==> src/sv/dnsa_pkg.sv <==
// Shared types and constants for the DNS reply A-record extractor.
// Used by every module of the block and by its checker; depends on nothing.
package dnsa_pkg;

	localparam int unsigned BYTE_W    = 8;
	localparam int unsigned WORD_W    = 16;
	localparam int unsigned ADDR_W    = 32;
	localparam int unsigned STATUS_W  = 3;
	localparam int unsigned CFG_IDX_W = 1;

	localparam logic [WORD_W-1:0] HEADER_BYTES = 16'd12;
	localparam logic [WORD_W-1:0] FIXED_BYTES  = 16'd10;
	localparam logic [WORD_W-1:0] QTAIL_BYTES  = 16'd4;
	localparam logic [WORD_W-1:0] A_DATA_BYTES = 16'd4;
	localparam logic [WORD_W-1:0] TYPE_A       = 16'd1;
	localparam logic [WORD_W-1:0] OFFSET_MAX   = 16'hFFFF;
	localparam logic [BYTE_W-1:0] PTR_MASK     = 8'hC0;

	localparam logic [CFG_IDX_W-1:0] REG_LISTEN_ENABLE = 1'd0;
	localparam logic [CFG_IDX_W-1:0] REG_EXPECTED_ID   = 1'd1;

	localparam logic [STATUS_W-1:0] ST_FOUND        = 3'd0;
	localparam logic [STATUS_W-1:0] ST_DISABLED     = 3'd1;
	localparam logic [STATUS_W-1:0] ST_SHORT        = 3'd2;
	localparam logic [STATUS_W-1:0] ST_ID_MISMATCH  = 3'd3;
	localparam logic [STATUS_W-1:0] ST_NOT_RESPONSE = 3'd4;
	localparam logic [STATUS_W-1:0] ST_NO_ANSWERS   = 3'd5;
	localparam logic [STATUS_W-1:0] ST_NO_A_RECORD  = 3'd6;

	typedef struct packed {
		logic [BYTE_W-1:0] data;
		logic              last;
	} beat_t;

	typedef struct packed {
		logic                found;
		logic [ADDR_W-1:0]   address;
		logic [STATUS_W-1:0] status;
	} result_t;

endpackage

==> src/sv/dnsa_in_reg.sv <==
// Input register of the extractor: holds one accepted payload beat.
// Depends on dnsa_pkg for the beat type.
module dnsa_in_reg (
	input  logic            clk,
	input  logic            arst_n,
	input  logic            in_valid,
	output logic            in_ready,
	input  dnsa_pkg::beat_t in_beat,
	input  logic            advance,
	output logic            beat_valid,
	output dnsa_pkg::beat_t beat
);

	logic            valid_s1;
	dnsa_pkg::beat_t beat_s1;

	assign in_ready   = !valid_s1 || advance;
	assign beat_valid = valid_s1;
	assign beat       = beat_s1;

	always_ff @(posedge clk or negedge arst_n) begin
		if (!arst_n) begin
			valid_s1 <= 1'b0;
		end else if (in_ready) begin
			valid_s1 <= in_valid;
		end
	end

	always_ff @(posedge clk) begin
		if (in_valid && in_ready) begin
			beat_s1 <= in_beat;
		end
	end

endmodule

==> src/sv/dnsa_parser.sv <==
// Parser state of the extractor: walks header, question and answers one
// beat per cycle while step is high and forms the result on the final beat. Depends on dnsa_pkg.
module dnsa_parser (
	input  logic                          clk,
	input  logic                          arst_n,
	input  logic                          step,
	input  dnsa_pkg::beat_t               beat,
	input  logic                          listen_enable,
	input  logic [dnsa_pkg::WORD_W-1:0]   expected_id,
	output dnsa_pkg::result_t             result
);

	localparam int unsigned W  = dnsa_pkg::WORD_W;
	localparam int unsigned BW = dnsa_pkg::BYTE_W;
	localparam int unsigned AW = dnsa_pkg::ADDR_W;
	localparam int unsigned SW = dnsa_pkg::STATUS_W;

	localparam logic [W-1:0] OFS_ID_HI  = 16'd0;
	localparam logic [W-1:0] OFS_ID_LO  = 16'd1;
	localparam logic [W-1:0] OFS_FLAGS  = 16'd2;
	localparam logic [W-1:0] OFS_AN_HI  = 16'd6;
	localparam logic [W-1:0] OFS_AN_LO  = 16'd7;
	localparam logic [W-1:0] OFS_HDR_END = 16'd11;
	localparam logic [W-1:0] POS_TYPE_HI = 16'd0;
	localparam logic [W-1:0] POS_TYPE_LO = 16'd1;
	localparam logic [W-1:0] POS_LEN_HI  = 16'd8;
	localparam logic [W-1:0] POS_LEN_LO  = 16'd9;

	typedef enum logic [3:0] {
		PH_HEADER,
		PH_QNAME_LEN,
		PH_QNAME_SKIP,
		PH_QTAIL,
		PH_AN_FIRST,
		PH_AN_LEN,
		PH_AN_SKIP,
		PH_AN_PTR,
		PH_FIXED,
		PH_CAPTURE,
		PH_RD_SKIP,
		PH_DONE
	} phase_t;

	phase_t          phase_q, phase_nx;
	logic [W-1:0]    offset_q, offset_nx;
	logic [W-1:0]    skip_q, skip_nx;
	logic [W-1:0]    answers_q, answers_nx;
	logic [BW-1:0]   hi_q, hi_nx;
	logic [W-1:0]    rtype_q, rtype_nx;
	logic [W-1:0]    rlen_q, rlen_nx;
	logic [SW-1:0]   verdict_q, verdict_nx;
	logic            captured_q, captured_nx;
	logic [AW-1:0]   addr_q, addr_nx;
	logic [W-1:0]    skip_dec;
	logic [W-1:0]    answers_dec;
	logic [W-1:0]    pos;
	logic [W-1:0]    field;
	logic [W-1:0]    byte_w;
	logic [SW-1:0]   status;

	assign skip_dec    = skip_q - 16'd1;
	assign answers_dec = answers_q - 16'd1;
	assign pos         = dnsa_pkg::FIXED_BYTES - skip_q;
	assign field       = {hi_q, beat.data};
	assign byte_w      = {{(W-BW){1'b0}}, beat.data};

	always_comb begin
		phase_nx    = phase_q;
		skip_nx     = skip_q;
		answers_nx  = answers_q;
		hi_nx       = hi_q;
		rtype_nx    = rtype_q;
		rlen_nx     = rlen_q;
		verdict_nx  = verdict_q;
		captured_nx = captured_q;
		addr_nx     = addr_q;
		unique case (phase_q)
			PH_HEADER: begin
				if (offset_q == OFS_ID_HI || offset_q == OFS_AN_HI) begin
					hi_nx = beat.data;
				end else if (offset_q == OFS_ID_LO) begin
					if (field != expected_id) verdict_nx = dnsa_pkg::ST_ID_MISMATCH;
				end else if (offset_q == OFS_FLAGS) begin
					if (verdict_q == dnsa_pkg::ST_FOUND && !beat.data[BW-1])
						verdict_nx = dnsa_pkg::ST_NOT_RESPONSE;
				end else if (offset_q == OFS_AN_LO) begin
					answers_nx = field;
				end else if (offset_q == OFS_HDR_END) begin
					if (verdict_q == dnsa_pkg::ST_FOUND && answers_q == '0)
						verdict_nx = dnsa_pkg::ST_NO_ANSWERS;
					phase_nx = (verdict_nx != dnsa_pkg::ST_FOUND) ? PH_DONE : PH_QNAME_LEN;
				end
			end
			PH_QNAME_LEN: begin
				if (beat.data == '0) begin
					skip_nx  = dnsa_pkg::QTAIL_BYTES;
					phase_nx = PH_QTAIL;
				end else begin
					skip_nx  = byte_w;
					phase_nx = PH_QNAME_SKIP;
				end
			end
			PH_QNAME_SKIP: begin
				skip_nx = skip_dec;
				if (skip_dec == '0) phase_nx = PH_QNAME_LEN;
			end
			PH_QTAIL: begin
				skip_nx = skip_dec;
				if (skip_dec == '0) phase_nx = PH_AN_FIRST;
			end
			PH_AN_FIRST, PH_AN_LEN: begin
				if (phase_q == PH_AN_FIRST
						&& (beat.data & dnsa_pkg::PTR_MASK) == dnsa_pkg::PTR_MASK) begin
					phase_nx = PH_AN_PTR;
				end else if (beat.data == '0) begin
					skip_nx  = dnsa_pkg::FIXED_BYTES;
					phase_nx = PH_FIXED;
				end else begin
					skip_nx  = byte_w;
					phase_nx = PH_AN_SKIP;
				end
			end
			PH_AN_SKIP: begin
				skip_nx = skip_dec;
				if (skip_dec == '0) phase_nx = PH_AN_LEN;
			end
			PH_AN_PTR: begin
				skip_nx  = dnsa_pkg::FIXED_BYTES;
				phase_nx = PH_FIXED;
			end
			PH_FIXED: begin
				if (pos == POS_TYPE_HI || pos == POS_LEN_HI) hi_nx = beat.data;
				else if (pos == POS_TYPE_LO) rtype_nx = field;
				else if (pos == POS_LEN_LO) rlen_nx = field;
				skip_nx = skip_dec;
				if (skip_dec == '0) begin
					if (rtype_nx == dnsa_pkg::TYPE_A && rlen_nx == dnsa_pkg::A_DATA_BYTES) begin
						skip_nx  = dnsa_pkg::A_DATA_BYTES;
						phase_nx = PH_CAPTURE;
					end else if (rlen_nx == '0) begin
						answers_nx = answers_dec;
						phase_nx   = (answers_dec == '0) ? PH_DONE : PH_AN_FIRST;
					end else begin
						skip_nx  = rlen_nx;
						phase_nx = PH_RD_SKIP;
					end
				end
			end
			PH_CAPTURE: begin
				addr_nx = {addr_q[AW-BW-1:0], beat.data};
				skip_nx = skip_dec;
				if (skip_dec == '0) begin
					captured_nx = 1'b1;
					phase_nx    = PH_DONE;
				end
			end
			PH_RD_SKIP: begin
				skip_nx = skip_dec;
				if (skip_dec == '0) begin
					answers_nx = answers_dec;
					phase_nx   = (answers_dec == '0) ? PH_DONE : PH_AN_FIRST;
				end
			end
			default: begin
			end
		endcase
		offset_nx = (offset_q != dnsa_pkg::OFFSET_MAX) ? offset_q + 16'd1 : offset_q;
	end

	always_comb begin
		priority if (!listen_enable) status = dnsa_pkg::ST_DISABLED;
		else if (offset_nx < dnsa_pkg::HEADER_BYTES) status = dnsa_pkg::ST_SHORT;
		else if (verdict_nx != dnsa_pkg::ST_FOUND) status = verdict_nx;
		else if (captured_nx) status = dnsa_pkg::ST_FOUND;
		else status = dnsa_pkg::ST_NO_A_RECORD;
		result.status  = status;
		result.found   = (status == dnsa_pkg::ST_FOUND);
		result.address = (status == dnsa_pkg::ST_FOUND) ? addr_nx : '0;
	end

	always_ff @(posedge clk or negedge arst_n) begin
		if (!arst_n) begin
			phase_q    <= PH_HEADER;
			offset_q   <= '0;
			skip_q     <= '0;
			answers_q  <= '0;
			hi_q       <= '0;
			rtype_q    <= '0;
			rlen_q     <= '0;
			verdict_q  <= '0;
			captured_q <= 1'b0;
			addr_q     <= '0;
		end else if (step) begin
			if (beat.last) begin
				phase_q    <= PH_HEADER;
				offset_q   <= '0;
				skip_q     <= '0;
				answers_q  <= '0;
				hi_q       <= '0;
				rtype_q    <= '0;
				rlen_q     <= '0;
				verdict_q  <= '0;
				captured_q <= 1'b0;
				addr_q     <= '0;
			end else begin
				phase_q    <= phase_nx;
				offset_q   <= offset_nx;
				skip_q     <= skip_nx;
				answers_q  <= answers_nx;
				hi_q       <= hi_nx;
				rtype_q    <= rtype_nx;
				rlen_q     <= rlen_nx;
				verdict_q  <= verdict_nx;
				captured_q <= captured_nx;
				addr_q     <= addr_nx;
			end
		end
	end

endmodule

==> src/sv/dnsa_out_reg.sv <==
// Result register of the extractor: holds one result beat until it is taken.
// Depends on dnsa_pkg for the result type.
module dnsa_out_reg (
	input  logic              clk,
	input  logic              arst_n,
	input  logic              load,
	input  dnsa_pkg::result_t result_in,
	output logic              free,
	output logic              out_valid,
	input  logic              out_ready,
	output dnsa_pkg::result_t result_out
);

	logic              valid_q;
	dnsa_pkg::result_t result_q;

	assign free       = !valid_q || out_ready;
	assign out_valid  = valid_q;
	assign result_out = result_q;

	always_ff @(posedge clk or negedge arst_n) begin
		if (!arst_n) begin
			valid_q <= 1'b0;
		end else if (load) begin
			valid_q <= 1'b1;
		end else if (out_ready) begin
			valid_q <= 1'b0;
		end
	end

	always_ff @(posedge clk) begin
		if (load) begin
			result_q <= result_in;
		end
	end

endmodule

==> src/sv/dns_reply_a_record_extractor_unit.sv <==
// Top level of the DNS reply A-record extractor.
// Instantiates dnsa_in_reg, dnsa_parser and dnsa_out_reg; uses dnsa_pkg.
//
// Usage: the payload of one DNS reply enters on the input channel one byte
// per beat (payload_byte), header first, with last_byte set on its final beat.
// Exactly one result beat (found, address, status) leaves on the output
// channel for each payload; no other input beat produces output.
// Before a payload, software writes listen_enable (index 0) and expected_id
// (index 1) through cfg_we/cfg_index/cfg_data while the block is idle.
// Throughput: one byte per cycle, set by the single parser step between the
// input register and the result register; a final byte waits there until the
// result register is free, then its result is loaded and can be taken.
// Reset clears the parser to the header phase, empties both registers and
// sets both configuration registers to zero.
// If the receiver stalls, the result is held; bytes of the next payload keep
// flowing until its own final byte reaches the parser, which then waits for
// the result register to be free, and the input channel backs up.
module dns_reply_a_record_extractor_unit (
	input  logic                              clk,
	input  logic                              arst_n,
	input  logic                              cfg_we,
	input  logic [dnsa_pkg::CFG_IDX_W-1:0]    cfg_index,
	input  logic [dnsa_pkg::WORD_W-1:0]       cfg_data,
	input  logic                              in_valid,
	output logic                              in_ready,
	input  logic [dnsa_pkg::BYTE_W-1:0]       payload_byte,
	input  logic                              last_byte,
	output logic                              out_valid,
	input  logic                              out_ready,
	output logic                              found,
	output logic [dnsa_pkg::ADDR_W-1:0]       address,
	output logic [dnsa_pkg::STATUS_W-1:0]     status
);

	logic                          listen_enable_q;
	logic [dnsa_pkg::WORD_W-1:0]   expected_id_q;
	dnsa_pkg::beat_t               in_beat;
	dnsa_pkg::beat_t               beat;
	logic                          beat_valid;
	logic                          step;
	logic                          out_free;
	dnsa_pkg::result_t             result;
	dnsa_pkg::result_t             result_out;

	always_ff @(posedge clk or negedge arst_n) begin
		if (!arst_n) begin
			listen_enable_q <= 1'b0;
			expected_id_q   <= '0;
		end else if (cfg_we) begin
			unique case (cfg_index)
				dnsa_pkg::REG_LISTEN_ENABLE: listen_enable_q <= cfg_data[0];
				dnsa_pkg::REG_EXPECTED_ID:   expected_id_q   <= cfg_data;
				default: begin
				end
			endcase
		end
	end

	assign in_beat.data = payload_byte;
	assign in_beat.last = last_byte;
	assign step         = beat_valid && (!beat.last || out_free);

	dnsa_in_reg u_in_reg (
		.clk        (clk),
		.arst_n     (arst_n),
		.in_valid   (in_valid),
		.in_ready   (in_ready),
		.in_beat    (in_beat),
		.advance    (step),
		.beat_valid (beat_valid),
		.beat       (beat)
	);

	dnsa_parser u_parser (
		.clk           (clk),
		.arst_n        (arst_n),
		.step          (step),
		.beat          (beat),
		.listen_enable (listen_enable_q),
		.expected_id   (expected_id_q),
		.result        (result)
	);

	dnsa_out_reg u_out_reg (
		.clk        (clk),
		.arst_n     (arst_n),
		.load       (step && beat.last),
		.result_in  (result),
		.free       (out_free),
		.out_valid  (out_valid),
		.out_ready  (out_ready),
		.result_out (result_out)
	);

	assign found   = result_out.found;
	assign address = result_out.address;
	assign status  = result_out.status;

endmodule

==> config.mk <==
export PLATFORM = sky130hd
export DESIGN_NAME = dns_reply_a_record_extractor_unit
export DESIGN_NICKNAME = d
export VERILOG_FILES = /design/src/sv/dnsa_pkg.sv /design/src/sv/dnsa_in_reg.sv /design/src/sv/dnsa_parser.sv /design/src/sv/dnsa_out_reg.sv /design/src/sv/dns_reply_a_record_extractor_unit.sv
export SDC_FILE = /design/constraint.sdc
export NUM_CORES = 1
export LEC_CHECK = 0
export BUFFER_PORTS_ARGS = -buffer_cell sky130_fd_sc_hd__buf_4
export CORE_AREA = 4 4 148 150
export DETAILED_ROUTE_END_ITERATION = 10
export DIE_AREA = 0 0 152 154
export PLACE_DENSITY = 0.73
export SYNTH_ARGS = -nofsm -noshare
export SYNTH_HDL_FRONTEND = slang
export SYNTH_SLANG_ARGS = --single-unit
==> constraint.sdc <==
create_clock -name clk -period 3.75 [get_ports clk]
set_input_delay 0.5625 -clock clk [delete_from_list [all_inputs] [get_ports clk]]
set_output_delay 0.5625 -clock clk [all_outputs]
set_load 0.05 [all_outputs]
==> metrics <==
status=completed; first drt pass iteration count=6; Pwr Density=612 nW/um2; effective utilization at floorplan=0.541; Die H=154 um; internal power=4.55 mW; # diodes=0; layout cells sized above 1=0.177; Critical Path Slowest Stage Cell=dfrtp_1; DP Wirelength=20.9 mm; most frequent cell after synthesis=nand2_1; ys flop type=dfrtp_1; Core ar.=20700 um2; Ys Warns=0; register bit count reported by yosys=192; largest stage delay on the critical path=0.48 ns; drt wl/cell=20.6 um; final cycle utilization of the critical path=0.942; worst skew pair latency=0.45 ns; row cnt=53; EDFF count, synth=45; clk_skew=0.0191 ns; GRT Overall Usage=0.263; critical path class=register to register; number of global-route vias before repair=9404; Post-Syn Area per Cell=9.27 um2; initial antenna violation count=0; pin count of the biggest net entering global routing=81; first-pass GRT wire length=50.5 mm; Max Freq=283 MHz; Layout Nets=1302; Crit path max-delay family=simple AND/OR/NAND/NOR gates; Die ar.=23400 um2; Synth area leaders=dfrtp_1 33%, edfxtp_1 12%, nand2_1 5.6%; Seq. cell area=5030 um2; DRT antenna net count=0; netlist area before placement=11200 um2; Switching Fraction=0.414; post-synth top area cell=dfrtp_1; final hold violation count=0; crit path max fanout=15; PortBufs=68; routability congestion estimate=0.954; synth unique cells=83; Inst Count DP=1513; leak pwr=5.30 nW; CTS HTree Levels=4; minimum clock period=3.53 ns; clk buf depth=2; Filler cells=1779; worst reg-to-reg setup slack=0.22 ns; Max Cap Viol=0; Slew @ Worst Pin=0.917 ns; total gr overflow=0; Req. time, crit path=3.93 ns; crit-path cells=ha_2 > and3_1 > nand2_1 > or3_1 > a211o_1 > a2111o_1 > nor4_4 > nor2b_2 > nand4_2 > buf_4 > a21oi_1; Crit. End Element=register; final std cells w/o fill=1549; DRC viols=0; hold crit path type=input port to asynchronous set/reset pin; IO Count=69; Psw=3.22 mW; Hold WS=0.151 ns; synth cell count leaders=168 x nand2_1, 147 x dfrtp_1, 84 x o21ai_0; hold buffer count at cts=0; fin area=12700 um2; Peak VDD IR=0.311 mV; drt initial violations=989; Post-Syn Instances=1208; dpl cell area=12100 um2; Syn Nets=1249; vias=9907; clk root buf=clkbuf_16; synth-to-layout area growth=13.4%; vias per cell=6.40; Post-synth ARST share=0.766; clk sinks=192; Gate power share=0.395; clk slew on worst S/H paths=0.08 ns; TritonCTS clock tree=yes; setup violators final=0; Seq/Total Area, Yosys=0.449; Post-Route WL=31.8 mm; Multi-input gate area=5680 um2; Data arrival, critical path=3.71 ns; Num CTS Buffers=17; CP Launch Type=register; CP Buf/Inv Count=1; clock power share=0.230; post-synth top area share=0.329; Seq pwr share=0.375; Slew Limit Fails=0; relative slew slack=0.388; die width=152 um
[worst paths after layout]
kind | from | to | depth (start not counted)
setup / recovery | u_parser.offset_q[0] | u_out_reg.result_out[33] | 11
max in group asynchronous | arst_n | u_parser.answers_q[6] | 2
min in group clk | payload_byte[6] | u_in_reg.beat[7] | 1
setup reg to reg | u_parser.offset_q[0] | u_out_reg.result_out[33] | 11
hold / removal | arst_n | u_parser.skip_q[14] | 1
hold reg to reg | u_parser.addr_q[25] | u_parser.addr_q[25] | 2
[layout make-up]
type | instances | share of cell area
clock inverters | 14 | 0.0111
multi-input cells | 895 | 0.447
repair buffers | 124 | 0.0756
flip-flops and latches | 192 | 0.396
clock buffers | 18 | 0.0338
inverters | 31 | 0.00916
well taps | 275 | 0.0271
[what timing repair did]
| item | in CTS | in global routing |
|---|---|---|
| resized for setup | 0 | 8 |
| buffers inserted | 0 | 3 |
| hold endpoints to repair | 0 | 0 |
| endpoints found under the setup margin | 0 | 54 |
[power by group through the flow]
stage / Sequential (mW) / Clock [mW] / Combinational (mW)
floorplan: 2.77 / 0 / 2.26
global placement: 2.93 / 0 / 2.89
detailed placement: 2.94 / 0 / 2.94
CTS: 2.90 / 1.81 / 2.97
global route: 2.96 / 1.90 / 3.37
finish: 2.91 / 1.79 / 3.07
[cell families (layout without fill, tap and decap cells)]
logic type,after synthesis,in the layout,share of synthesized area
AO/OA/AOI/OAI,373,373,0.222
flip-flops,192,192,0.449
XOR/XNOR,38,38,0.0297
multiplexers,36,36,0.0350
adder cells (fa/ha/maj),10,10,0.0112
buffers and inverters,122,187,0.0482
AND/OR/NAND/NOR,437,438,0.204
[per-layer routing]
metal,up-vias,wire (um),track usage
li1,4552,-,-
met1,4832,13600,0.357
met2,444,15000,0.420
met3,79,2220,0.0490
met4,0,1040,0.108
met5,-,0,0
[cells in the final DEF (no fill, tap or decap), types with 11 or more instances in the layout]
cell         n
nor3_1      23
a21boi_0    32
clkbuf_16   17
xnor2_1     15
nor2b_1     14
buf_4      121
nand3_1     26
edfxtp_1    45
nor2_1      64
nand4_1     16
o21ai_0     84
nor4_1      27
mux2i_1     11
a31oi_1     12
dfrtp_1    146
o31ai_1     11
inv_1       31
nand2_1    167
a22o_1      37
a21oi_1     77
mux2_2      24
and2_1      13
o21ai_1     18
xor2_1      23
a31o_2      12
[sequential cells by signal, indices dropped and copies added, names as in the netlist]
name,count
u_parser.answers_q,16
u_parser.skip_q,16
u_parser.verdict_q,3
u_parser.phase_q,4
u_in_reg.beat_valid,1
u_parser.rlen_q,16
listen_enable_q,1
expected_id_q,16
u_parser.rtype_q,16
u_parser.hi_q,8
u_parser.offset_q,16
u_parser.addr_q,32
u_out_reg.result_out,36
u_parser.captured_q,1
u_out_reg.out_valid,1
u_in_reg.beat,9
[per-stage QoR]
| step | power [mW] | util | TNS (ns) | setup slack (ns) |
|---|---|---|---|---|
| after detailed placement | 5.88 | 0.583 | 0 | 0.141 |
| after CTS | 7.68 | 0.610 | 0 | 0.106 |
| after global placement | 5.82 | 0.583 | 0 | 0.216 |
| final | 7.77 | 0.614 | 0 | 0.216 |
| after floorplan | 5.03 | - | 0 | 0.459 |
| after global routing | 8.23 | 0.614 | -0.00141 | -0.00141 |
No activity file was read; power rests on OpenSTA's default activity.
